File: src/design/assert_macros.svh
// Assertion macros shared by the design files.
`ifndef ASSERT_MACROS_SVH
`define ASSERT_MACROS_SVH
`ifndef NO_ASSERTIONS
`define ASSERT_ALWAYS(label, clk, rst, cond) \
   label: assert property (@(posedge clk) disable iff (rst) (cond)) \
      else $error("assertion failed");
`define ASSERT_IMPLIES(label, clk, rst, ante, cons) \
   label: assert property (@(posedge clk) disable iff (rst) (ante) |-> (cons)) \
      else $error("assertion failed");
`else
`define ASSERT_ALWAYS(label, clk, rst, cond)
`define ASSERT_IMPLIES(label, clk, rst, ante, cons)
`endif
`endif

File: src/design/csa_pkg.sv
// Types and constants of the cpu slot allocator.
package csa_pkg;

   localparam int COUNT_W  = 7;
   localparam int CPU_ID_W = 6;

   localparam logic [1:0] MODE_ALLOC     = 2'd0;
   localparam logic [1:0] MODE_FREE_CPU  = 2'd1;
   localparam logic [1:0] MODE_FREE_SLOT = 2'd2;

   localparam logic [1:0] STATUS_OK       = 2'd0;
   localparam logic [1:0] STATUS_REFUSED  = 2'd1;
   localparam logic [1:0] STATUS_OVERFLOW = 2'd2;

   typedef struct packed {
      logic [1:0]          mode;
      logic [COUNT_W-1:0]  count;
      logic [CPU_ID_W-1:0] cpu_id;
   } csa_req_type;

   typedef struct packed {
      logic [1:0]          status;
      logic                has_cpu;
      logic [CPU_ID_W-1:0] cpu_out;
      logic                last;
   } csa_rsp_type;

   typedef enum logic [1:0] {
      CMD_SLOT_TAKE,
      CMD_ALLOC,
      CMD_PUSH,
      CMD_SLOT_GIVE
   } cmd_kind_type;

   typedef struct packed {
      cmd_kind_type        kind;
      logic [COUNT_W-1:0]  count;
      logic [CPU_ID_W-1:0] cpu_id;
   } csa_cmd_type;

   // Head of the command queue as seen by the back end.
   typedef struct packed {
      logic        valid;
      csa_cmd_type cmd;
   } csa_qhead_type;

   typedef enum logic {
      BK_IDLE,
      BK_POP
   } back_state_type;

endpackage

File: src/design/csa_front.sv
// Front end: takes request beats, decodes them into commands, holds a 2-entry queue.
`include "assert_macros.svh"

module csa_front (
   input  logic                 clock,
   input  logic                 reset,
   input  logic                 req_valid,
   output logic                 req_ready,
   input  csa_pkg::csa_req_type req_payload,
   output csa_pkg::csa_qhead_type q_head,
   input  logic                 q_pop
);

   csa_pkg::csa_cmd_type entry_ff [2];
   logic                 wr_ptr_ff, wr_ptr_in;
   logic                 rd_ptr_ff, rd_ptr_in;
   logic [1:0]           fill_ff, fill_in;
   csa_pkg::csa_cmd_type dec_cmd;
   logic                 dec_keep;
   logic                 push;

   always_comb begin
      dec_cmd.count  = req_payload.count;
      dec_cmd.cpu_id = req_payload.cpu_id;
      dec_keep       = 1'b1;
      case (req_payload.mode)
         csa_pkg::MODE_ALLOC: begin
            dec_cmd.kind = (req_payload.count == '0) ? csa_pkg::CMD_SLOT_TAKE
                                                     : csa_pkg::CMD_ALLOC;
         end
         csa_pkg::MODE_FREE_CPU:  dec_cmd.kind = csa_pkg::CMD_PUSH;
         csa_pkg::MODE_FREE_SLOT: dec_cmd.kind = csa_pkg::CMD_SLOT_GIVE;
         default: begin
            // unused mode: beat is taken and dropped
            dec_cmd.kind = csa_pkg::CMD_SLOT_GIVE;
            dec_keep     = 1'b0;
         end
      endcase
   end

   assign req_ready = (fill_ff != 2'd2);
   assign push      = req_valid && req_ready && dec_keep;

   assign q_head.valid = (fill_ff != 2'd0);
   assign q_head.cmd   = entry_ff[rd_ptr_ff];

   always_comb begin
      wr_ptr_in = wr_ptr_ff ^ push;
      rd_ptr_in = rd_ptr_ff ^ q_pop;
      fill_in   = fill_ff + {1'b0, push} - {1'b0, q_pop};
   end

   always_ff @(posedge clock) begin
      if (reset) begin
         wr_ptr_ff <= 1'b0;
         rd_ptr_ff <= 1'b0;
         fill_ff   <= 2'd0;
      end else begin
         wr_ptr_ff <= wr_ptr_in;
         rd_ptr_ff <= rd_ptr_in;
         fill_ff   <= fill_in;
      end
   end

   always_ff @(posedge clock) begin
      if (push) begin
         entry_ff[wr_ptr_ff] <= dec_cmd;
      end
   end

   `ASSERT_ALWAYS(a_fill_bound, clock, reset, fill_ff <= 2'd2)
   `ASSERT_IMPLIES(a_pop_nonempty, clock, reset, q_pop, fill_ff != 2'd0)
   `ASSERT_ALWAYS(a_ptr_fill, clock, reset, (fill_ff == 2'd1) == (wr_ptr_ff != rd_ptr_ff))

endmodule

File: src/design/csa_back.sv
// Back end: free-id stack, zero-cost slot counter and the result register.
`include "assert_macros.svh"

module csa_back #(
   parameter int MAX_CPUS = 64
) (
   input  logic                          clock,
   input  logic                          reset,
   input  logic                          csr_wr_en,
   input  logic [csa_pkg::COUNT_W-1:0]   csr_wr_data,
   input  csa_pkg::csa_qhead_type        q_head,
   output logic                          q_pop,
   output logic                          rsp_valid,
   input  logic                          rsp_ready,
   output csa_pkg::csa_rsp_type          rsp_payload
);

   localparam int DW = $clog2(MAX_CPUS + 1);
   localparam int AW = (MAX_CPUS > 1) ? $clog2(MAX_CPUS) : 1;
   localparam int ZW = DW + 1;

   logic [csa_pkg::CPU_ID_W-1:0] stack_mem [MAX_CPUS];
   logic [MAX_CPUS-1:0]          ent_vld_ff;

   csa_pkg::back_state_type      state_ff, state_in;
   logic [DW-1:0]                cpu_count_ff;
   logic [DW-1:0]                depth_ff, depth_in;
   logic [ZW-1:0]                zero_ff, zero_in;
   logic [csa_pkg::COUNT_W-1:0]  remain_ff, remain_in;

   logic                         rsp_valid_ff;
   logic [1:0]                   status_ff, status_in;
   logic                         has_ff, has_in;
   logic                         last_ff, last_in;
   logic [csa_pkg::CPU_ID_W-1:0] rd_data_ff;
   logic [AW-1:0]                rd_addr_ff;
   logic                         rd_vld_ff;

   logic                         out_free;
   logic                         load;
   logic                         mem_we;
   logic                         mem_re;
   logic [DW-1:0]                depth_m1;
   logic [AW-1:0]                rd_addr;
   logic [AW-1:0]                wr_addr;
   logic [ZW-1:0]                slot_limit;
   logic [DW-1:0]                cfg_n;

   assign out_free   = !rsp_valid_ff || rsp_ready;
   assign depth_m1   = depth_ff - DW'(1);
   assign rd_addr    = depth_m1[AW-1:0];
   assign wr_addr    = depth_ff[AW-1:0];
   assign slot_limit = {cpu_count_ff, 1'b1};

   // clamp the written cpu count into 1..MAX_CPUS
   always_comb begin
      if (csr_wr_data == '0) begin
         cfg_n = DW'(1);
      end else if (csr_wr_data > csa_pkg::COUNT_W'(MAX_CPUS)) begin
         cfg_n = DW'(MAX_CPUS);
      end else begin
         cfg_n = DW'(csr_wr_data);
      end
   end

   always_comb begin
      state_in  = state_ff;
      depth_in  = depth_ff;
      zero_in   = zero_ff;
      remain_in = remain_ff;
      status_in = csa_pkg::STATUS_OK;
      has_in    = 1'b0;
      last_in   = 1'b1;
      q_pop     = 1'b0;
      load      = 1'b0;
      mem_we    = 1'b0;
      mem_re    = 1'b0;
      case (state_ff)
         csa_pkg::BK_IDLE: begin
            if (q_head.valid && out_free) begin
               q_pop = 1'b1;
               load  = 1'b1;
               case (q_head.cmd.kind)
                  csa_pkg::CMD_SLOT_TAKE: begin
                     if (zero_ff != '0) begin
                        zero_in = zero_ff - ZW'(1);
                     end else begin
                        status_in = csa_pkg::STATUS_REFUSED;
                     end
                  end
                  csa_pkg::CMD_ALLOC: begin
                     if (q_head.cmd.count > csa_pkg::COUNT_W'(depth_ff)) begin
                        status_in = csa_pkg::STATUS_REFUSED;
                     end else begin
                        has_in    = 1'b1;
                        mem_re    = 1'b1;
                        depth_in  = depth_m1;
                        remain_in = q_head.cmd.count - csa_pkg::COUNT_W'(1);
                        last_in   = (q_head.cmd.count == csa_pkg::COUNT_W'(1));
                        if (!last_in) begin
                           state_in = csa_pkg::BK_POP;
                        end
                     end
                  end
                  csa_pkg::CMD_PUSH: begin
                     if (depth_ff >= cpu_count_ff) begin
                        status_in = csa_pkg::STATUS_OVERFLOW;
                     end else begin
                        mem_we   = 1'b1;
                        depth_in = depth_ff + DW'(1);
                     end
                  end
                  csa_pkg::CMD_SLOT_GIVE: begin
                     if (zero_ff >= slot_limit) begin
                        status_in = csa_pkg::STATUS_OVERFLOW;
                     end else begin
                        zero_in = zero_ff + ZW'(1);
                     end
                  end
                  default: begin
                     status_in = csa_pkg::STATUS_OK;
                  end
               endcase
            end
         end
         csa_pkg::BK_POP: begin
            if (out_free) begin
               load      = 1'b1;
               has_in    = 1'b1;
               mem_re    = 1'b1;
               depth_in  = depth_m1;
               remain_in = remain_ff - csa_pkg::COUNT_W'(1);
               last_in   = (remain_ff == csa_pkg::COUNT_W'(1));
               if (last_in) begin
                  state_in = csa_pkg::BK_IDLE;
               end
            end
         end
         default: begin
            state_in = csa_pkg::BK_IDLE;
         end
      endcase
   end

   always_ff @(posedge clock) begin
      if (reset || csr_wr_en) begin
         state_ff <= csa_pkg::BK_IDLE;
      end else begin
         state_ff <= state_in;
      end
   end

   always_ff @(posedge clock) begin
      if (reset) begin
         cpu_count_ff <= DW'(MAX_CPUS);
         depth_ff     <= DW'(MAX_CPUS);
         zero_ff      <= {DW'(MAX_CPUS), 1'b1};
         ent_vld_ff   <= '0;
         remain_ff    <= '0;
         rsp_valid_ff <= 1'b0;
      end else if (csr_wr_en) begin
         cpu_count_ff <= cfg_n;
         depth_ff     <= cfg_n;
         zero_ff      <= {cfg_n, 1'b1};
         ent_vld_ff   <= '0;
         remain_ff    <= '0;
      end else begin
         depth_ff  <= depth_in;
         zero_ff   <= zero_in;
         remain_ff <= remain_in;
         if (mem_we) begin
            ent_vld_ff[wr_addr] <= 1'b1;
         end
         if (load) begin
            rsp_valid_ff <= 1'b1;
         end else if (rsp_ready) begin
            rsp_valid_ff <= 1'b0;
         end
      end
   end

   // stack storage; an entry never pushed since refill reads as its own index
   always_ff @(posedge clock) begin
      if (mem_we) begin
         stack_mem[wr_addr] <= q_head.cmd.cpu_id;
      end
      if (mem_re) begin
         rd_data_ff <= stack_mem[rd_addr];
         rd_addr_ff <= rd_addr;
         rd_vld_ff  <= ent_vld_ff[rd_addr];
      end
      if (load) begin
         status_ff <= status_in;
         has_ff    <= has_in;
         last_ff   <= last_in;
      end
   end

   assign rsp_valid           = rsp_valid_ff;
   assign rsp_payload.status  = status_ff;
   assign rsp_payload.has_cpu = has_ff;
   assign rsp_payload.last    = last_ff;
   assign rsp_payload.cpu_out = !has_ff   ? '0 :
                                rd_vld_ff ? rd_data_ff :
                                            csa_pkg::CPU_ID_W'(rd_addr_ff);

   `ASSERT_ALWAYS(a_depth_bound, clock, reset, depth_ff <= cpu_count_ff)
   `ASSERT_ALWAYS(a_zero_bound, clock, reset, zero_ff <= slot_limit)
   `ASSERT_IMPLIES(a_pop_remain, clock, reset, state_ff == csa_pkg::BK_POP,
      (remain_ff != '0) && (remain_ff <= csa_pkg::COUNT_W'(depth_ff)))
   `ASSERT_IMPLIES(a_grant_ok, clock, reset, rsp_valid_ff && has_ff,
      status_ff == csa_pkg::STATUS_OK)

endmodule

File: src/design/cpu_slot_allocator.sv
// Top level of the cpu slot allocator: decode front end, command queue, stack back end.
//
//   port group   dir   handshake          beat contents
//   req_*        in    req_valid/ready    mode, count, cpu_id
//   rsp_*        out   rsp_valid/ready    status, has_cpu, cpu_out, last
//   csr_*        in    csr_wr_en only     cpu_count (7 bits)
//
// A request beat is registered in the 2-entry queue, whose head the back end reads.
// Single-result requests give one result beat; an allocate of n ids gives n beats,
// one per cycle while rsp_ready allows, one stack pop (one memory read port) each.
// Reset and cpu count writes refill the stack at once through per-entry valid bits.
// rsp_ready low stalls only the back end; the queue keeps accepting until full.

module cpu_slot_allocator #(
   parameter int MAX_CPUS = 64
) (
   input  logic                        clock,
   input  logic                        reset,
   input  logic                        req_valid,
   output logic                        req_ready,
   input  csa_pkg::csa_req_type        req_payload,
   output logic                        rsp_valid,
   input  logic                        rsp_ready,
   output csa_pkg::csa_rsp_type        rsp_payload,
   input  logic                        csr_wr_en,
   input  logic [csa_pkg::COUNT_W-1:0] csr_wr_data
);

   csa_pkg::csa_qhead_type q_head;
   logic                   q_pop;

   csa_front u_front (
      .clock       (clock),
      .reset       (reset),
      .req_valid   (req_valid),
      .req_ready   (req_ready),
      .req_payload (req_payload),
      .q_head      (q_head),
      .q_pop       (q_pop)
   );

   csa_back #(
      .MAX_CPUS (MAX_CPUS)
   ) u_back (
      .clock       (clock),
      .reset       (reset),
      .csr_wr_en   (csr_wr_en),
      .csr_wr_data (csr_wr_data),
      .q_head      (q_head),
      .q_pop       (q_pop),
      .rsp_valid   (rsp_valid),
      .rsp_ready   (rsp_ready),
      .rsp_payload (rsp_payload)
   );

endmodule

File: config.mk
export PLATFORM = sky130hd
export DESIGN_NAME = cpu_slot_allocator
export DESIGN_NICKNAME = d
export VERILOG_FILES = /design/src/design/csa_pkg.sv /design/src/design/csa_front.sv /design/src/design/csa_back.sv /design/src/design/cpu_slot_allocator.sv
export VERILOG_INCLUDE_DIRS = /design/src /design/src/design
export SDC_FILE = /design/constraint.sdc
export NUM_CORES = 1
export LEC_CHECK = 0
export BUFFER_PORTS_ARGS = -buffer_cell sky130_fd_sc_hd__buf_4
export CAP_MARGIN = 20
export CORE_MARGIN = 2
export CORE_UTILIZATION = 40
export DETAILED_ROUTE_END_ITERATION = 6
export PLACE_DENSITY = 0.52
export SLEW_MARGIN = 30
export SYNTH_ARGS = -nofsm -noshare
export SYNTH_HDL_FRONTEND = slang
export SYNTH_SLANG_ARGS = --single-unit
File: constraint.sdc
create_clock -name clock -period 3.7 [get_ports clock]
set_input_delay 0.37 -clock clock [delete_from_list [all_inputs] [get_ports clock]]
set_output_delay 0.37 -clock clock [all_outputs]
set_load 0.005 [all_outputs]
Word level (Yosys, flattened, before mapping)
Memory sizes are Yosys's and may differ from the RTL's. A register that Yosys moved wholly into a read port is not among the register bits. Cells that the tools add are included.

$add $sub $neg: 8. $lt $le $gt $ge: 7. Eq/ne operators: 22. Muxes and demuxes: 65. Bitwise operators: 6. Reductions and logical operators: 25.

Operators with widths (count): two-way mux 7 bit (11); OR 64 bit (1); one-hot mux 7 bit (2 select lines) (3); two-way mux 8 bit (5); two-way mux 1 bit (33); subtractor 7 x 1 -> 7 bit (second input constant) (3); one-hot mux 8 bit (2 select lines) (1); AND reduction 5 bit (3); equality test 7 x 1 -> 1 bit (second input constant) (2); zero test 7 bit (2); < comparator 6 x 7 -> 1 bit (second input constant) (2); two-way mux 6 bit (2); != test 2 bit (second input constant) (6); != test 4 bit (second input constant) (3); adder 8 x 1 -> 8 bit (second input constant) (1); greater-or-equal comparator 8 bit (1); one-hot mux 1 bit (2 select lines) (4); one-hot mux 2 bit (4 select lines) (1); nonzero test 2 bit (4); nonzero test 8 bit (1); subtractor 8 x 1 -> 8 bit (second input constant) (1); adder 7 x 1 -> 7 bit (second input constant) (1); greater-or-equal comparator 7 bit (1); > comparator 7 bit (1); other kinds (24) (40).

Bits in registers: 110. Bits in writable memories: 414. Input bits: 27. Word-level logic and storage cells: 151. Memories: 2.

Memory list: u_back.stack_mem (words 64, width 6, rd ports 1, clocked after memory_dff 1, write ports 1, RTL line csa_back.sv:22) `logic [csa_pkg::CPU_ID_W-1:0] stack_mem [MAX_CPUS];`; u_front.entry_ff (words 2, width 15, rd ports 1, clocked after memory_dff 1, write ports 1, RTL line csa_front.sv:14) `csa_pkg::csa_cmd_type entry_ff [2];`.

Logic depth before layout (Yosys ltp)
Depth in word-level cells: 7. Gate-level depth with buffers: 13.

By module
A second synthesis with hierarchy kept.

Cell total of the unflattened synthesis: 1420. Area, all modules: 22078.7 um^2.

Modules (own cells, without submodules): csa_back (instances 1, cells each 1346, area an instance 20749.9 um^2); csa_front (instances 1, cells each 74, area an instance 1328.8 um^2).

Least setup slack after synthesis
Ideal clock, no wire load.

Path kind: reg-to-reg. Start point: reg u_front.rd_ptr_ff (netlist name). End point: reg u_back.zero_ff[6]. Arrival: 3.301 ns. Required time: 3.609 ns. Slack: 0.308 ns. Stages on the path, launching flop included: 14. Cells stage by stage: dfxtp_1 -> buf_2 -> buf_1 -> mux2i_1 -> inv_1 -> ha_1 -> inv_1 -> ha_1 -> o21ai_0 -> a21oi_1 -> o21a_1 -> o21ai_0 -> or3b_2 -> a311oi_1.

RTL lines: end signal: assignment (RTL line csa_back.sv:157) `zero_ff <= {DW'(MAX_CPUS), 1'b1};`; end signal: assignment (RTL line csa_back.sv:164) `zero_ff <= {cfg_n, 1'b1};`; end signal: assignment (RTL line csa_back.sv:169) `zero_ff <= zero_in;`; end: declaration (RTL line csa_back.sv:28) `logic [ZW-1:0] zero_ff, zero_in;`.

Worst setup path in the final report
Start point: reg u_back.depth_ff[1]. End point: reg u_back.rd_data_ff[4] (netlist name) (read register of u_back.stack_mem), data pin.

Word-level cells in the longest chain between the ends: 5. Elaborated cells on any way between the ends: 6. Those cells by class: add/sub (1); order compare (1); mux (4).

Ends and longest elaborated chain: start: declaration (RTL line csa_back.sv:27) `logic [DW-1:0] depth_ff, depth_in;`; start signal: assignment (RTL line csa_back.sv:156) `depth_ff <= DW'(MAX_CPUS);`; start signal: assignment (RTL line csa_back.sv:163) `depth_ff <= cfg_n;`; start signal: assignment (RTL line csa_back.sv:168) `depth_ff <= depth_in;`; > comparator 7 bit (RTL line csa_back.sv:92) `if (q_head.cmd.count > csa_pkg::COUNT_W'(depth_ff)) begin`; two-way mux 1 bit (RTL line csa_back.sv:92); two-way mux 1 bit (RTL line csa_back.sv:83) `case (q_head.cmd.kind)`; two-way mux 1 bit (RTL line csa_back.sv:80) `if (q_head.valid && out_free) begin`; one-hot mux 1 bit (2 select lines) (RTL line csa_back.sv:78) `case (state_ff)`; end: declaration (RTL line csa_back.sv:35) `logic [csa_pkg::CPU_ID_W-1:0] rd_data_ff;`.

Parallel ways exist; a longest one is shown, timed or not. A chain may end at the register's enable or synchronous reset.

==> insert_results.sql <==
INSERT INTO impl_metrics (metric_group, metric, value, unit) VALUES
('routing', 'drtIter0Drc', '1003', ''),
('final_layout', 'num-fill-cells', '4739', ''),
('place', 'place_hpwl', '34300', 'µm'),
('final_layout', 'fin_util', '0.472', ''),
('synthesis', 'yosys_warnings', '0', ''),
('setup_path', 'crit_path_class', 'register to register', ''),
('setup_path', 'cpPeakStageDelay', '0.64', 'ns'),
('timing', 'max_freq', '283', 'MHz'),
('final_layout', 'layout.area.seq', '14900', 'µm²'),
('floorplanning', 'fp-row-count', '86', ''),
('floorplanning', 'start_util', '0.402', ''),
('timing', 'max_slew.worst_pin.slew', '0.813', 'ns'),
('synthesis', 'post_synth_fa_ha_maj_area_fraction', '0.0247', ''),
('synthesis', 'yosys.area.top_type_share', '0.586', ''),
('synthesis', 'synth_top_cells_by_count', 'edfxtp_1 (431), mux4_2 (120), nor2_1 (118)', ''),
('grt', 'largest_net_degree_at_the_start_of_global_routing', '65', ''),
('status', 'run_status', 'completed', ''),
('clocking', 'post_cts_buffers', '0', ''),
('routing', 'drt-vias-per-instance', '5.41', ''),
('place', 'place.port_buffers', '38', ''),
('grt', 'grt_util_all_layers', '0.188', ''),
('final_layout', 'synthToLayoutAreaGrowth', '17.3', '%'),
('timing', 'layout_setup_ws', '0.165', 'ns'),
('clocking', 'clk_latency', '0.62', 'ns'),
('synthesis', 'flip_flop_and_latch_count_after_synthesis', '530', ''),
('final_layout', 'multiInputGateArea', '6700', 'µm²'),
('timing', 'timing.max_slew.rel_slack', '0.458', ''),
('place', 'globalplace.congestion', '0.782', ''),
('synthesis', 'post_synthesis_cell_area', '22100', 'µm²'),
('synthesis', 'postSynth.asyncResetShare', '0', ''),
('hold_path', 'min-delay-path-class', 'primary input to register', ''),
('synthesis', 'syn_area_per_cell', '16.2', 'µm²'),
('grt', 'first_pass_grt_wire_length', '79700', 'µm'),
('routing', 'final_antenna_net_count', '0', ''),
('timing', 'fin_crit', '3.54', 'ns'),
('setup_path', 'crit_path_required_time', '4.04', 'ns'),
('power', 'power.density', '692', 'nW/µm²'),
('synthesis', 'synth-edff-count', '431', ''),
('grt', 'grt_overflow', '0', ''),
('clocking', 'cts_max_path_buffers', '3', ''),
('setup_path', 'critical-path-slowest-cell', 'dfxtp_1', ''),
('synthesis', 'synth-xor-area-share', '0.00833', ''),
('power', 'worst_ir_drop_vdd', '0.000368', 'V'),
('clocking', 'tritoncts', 'built', ''),
('routing', 'routed_wirelength', '53000', 'µm'),
('synthesis', 'synth.mux.area_fraction', '0.143', ''),
('synthesis', 'synthesis.instances', '1367', ''),
('place', 'post_place_worst_slack', '0.232', 'ns'),
('synthesis', 'synth_sequential_area_ratio', '0.676', ''),
('synthesis', 'synth_top_cell_by_area', 'edfxtp_1', ''),
('setup_path', 'crit_path_launch_type', 'register', ''),
('setup_path', 'setup.worst_path.end_class', 'register', ''),
('clocking', 'cts_max_level', '2', ''),
('synthesis', 'synth_fp_nets', '1437', ''),
('synthesis', 'main_area_contributors_after_synthesis', 'edfxtp_1 (59%), mux4_2 (12%), dfxtp_1 (9.0%)', ''),
('clocking', 'clock_tree.root_cell', 'clkbuf_16', ''),
('final_layout', 'final_layout_size_suffix_gt1_frac', '0.243', ''),
('routing', 'post_drt_wl_per_cell', '23.3', 'µm'),
('timing', 'final-setup-viol-count', '0', ''),
('synthesis', 'synth_flop_cell', 'edfxtp_1', ''),
('timing', 'finalSetupTns', '0', 'ns'),
('synthesis', 'synth-compound-area-share', '0.0644', ''),
('routing', 'number_of_vias_after_detailed_routing', '12300', ''),
('routing', 'drt_drc', '0', ''),
('routing', 'drt_pass1_iterations', '5', ''),
('setup_path', 'path_delay_family', 'flip-flops', ''),
('synthesis', 'synth_top_family_by_area', 'multiplexers', ''),
('final_layout', 'nets', '1590', ''),
('floorplanning', 'top_level_ports', '39', ''),
('floorplanning', 'die_outline_area', '57100', 'µm²'),
('final_layout', 'antenna_cells', '0', '');
[power by group]
group / total, W / internal, W / switching [W]
clock network: 0.00592 / 0.00356 / 0.00237
logic: 0.00488 / 0.00191 / 0.00296
registers: 0.00712 / 0.00699 / 0.000130
total: 0.0179 / 0.0125 / 0.00546
[layout by cell type, fill, tap and decap left out, types with 4 or more instances in the layout]
cell and instances:
or4_1 4, mux2_2 5, buf_12 4, o211ai_1 5, o21ai_0 29, a32oi_1 5, a211oi_1 9, clkbuf_1 11
mux2i_1 37, clkbuf_8 8, nand2_1 73, edfxtp_1 431, a31o_2 5, and2_1 6, ha_1 41, o22ai_1 16
nor3_1 18, nand2b_1 8, o21a_1 68, nor4_1 9, or2_2 4, nor2_1 117, dlygate4sd3_1 13, or3_1 5
xnor2_1 14, buf_4 139, clkbuf_16 57, mux4_2 120, dfxtp_1 98, clkinv_1 13, a21oi_1 37, inv_1 40
nand4_1 9, clkinv_2 8, nand3_1 17, nor2b_1 12, xor2_1 5, bufinv_16 8
[state kept, by name, summed over array words and instances, names as in the netlist, 7 cells and up]
signal,cells
u_back.ent_vld_ff,64
u_back.cpu_count_ff,7
u_back.zero_ff,8
u_back.stack_mem,384
u_back.remain_ff,7
u_back.depth_ff,7
u_front.entry_ff,30
[path summary, 6_finish.rpt]
kind	to	slack [ns]	startpoint	cells after the start
max	u_back.rd_data_ff[4]	0.16	u_back.depth_ff[1]	8
min	u_front.entry_ff[1][14]	0.05	req_payload[14]	2
max reg2reg	u_back.rd_data_ff[4]	0.16	u_back.depth_ff[1]	8
min reg2reg	u_back.ent_vld_ff[62]	0.46	u_back.ent_vld_ff[62]	1
[routing by layer]
layer | part of all wire | GRT usage | routed length, µm
met5 | 0 | 0 | 0
met4 | 0.021 | 0.0504 | 1090
met3 | 0.049 | 0.0323 | 2600
met2 | 0.47 | 0.304 | 25100
met1 | 0.46 | 0.264 | 24200
[timing repair]
action | CTS | global route
resized for setup | 0 | 0
hold buffers | 13 | 0
hold endpoints to repair | 26 | 0
[cells by family (layout without fill, tap and decap cells)]
kind of cell	after synthesis	in the layout
AO/OA/AOI/OAI	206	206
AND/OR/NAND/NOR	295	295
adder cells (fa/ha/maj)	43	43
buffers and inverters	108	310
XOR/XNOR	21	21
flip-flops	530	530
multiplexers	164	164
[cell type report]
type                            instances  area share
Sequential cell                       530       0.576
Multi-Input combinational cell        729       0.259
Clock buffer                           76      0.0609
Timing Repair Buffer                  156      0.0484
Tap cell                              704      0.0340
Clock inverter                         32      0.0148
Inverter                               46     0.00686
[worst reg2reg max path: cells and delay by family, from the launching register on]
family	cells	cell delay (ns)
adders and majority gates	1	0.62
AOI/OAI and AO/OA	1	0.15
DFF	1	0.64
buffers and inverters	2	0.62
and+or+nand+nor	2	0.60
muxes	2	0.61
[metrics by stage]
stage | hold slack (ns) | cell area [µm²] | total power (W) | std cells
finish | 0.0513 | 25900 | 0.0179 | 2273
global route | 0.0481 | 25900 | 0.0187 | 2273
CTS | 0.0191 | 25900 | 0.0181 | 2273
detailed placement | 0.449 | 23800 | 0.0122 | 2152
global placement | 0.442 | 23800 | 0.0121 | 2152
floorplan | 0.435 | 22100 | 0.0104 | 1367
Note: power is estimated with default switching activity, not from simulation.
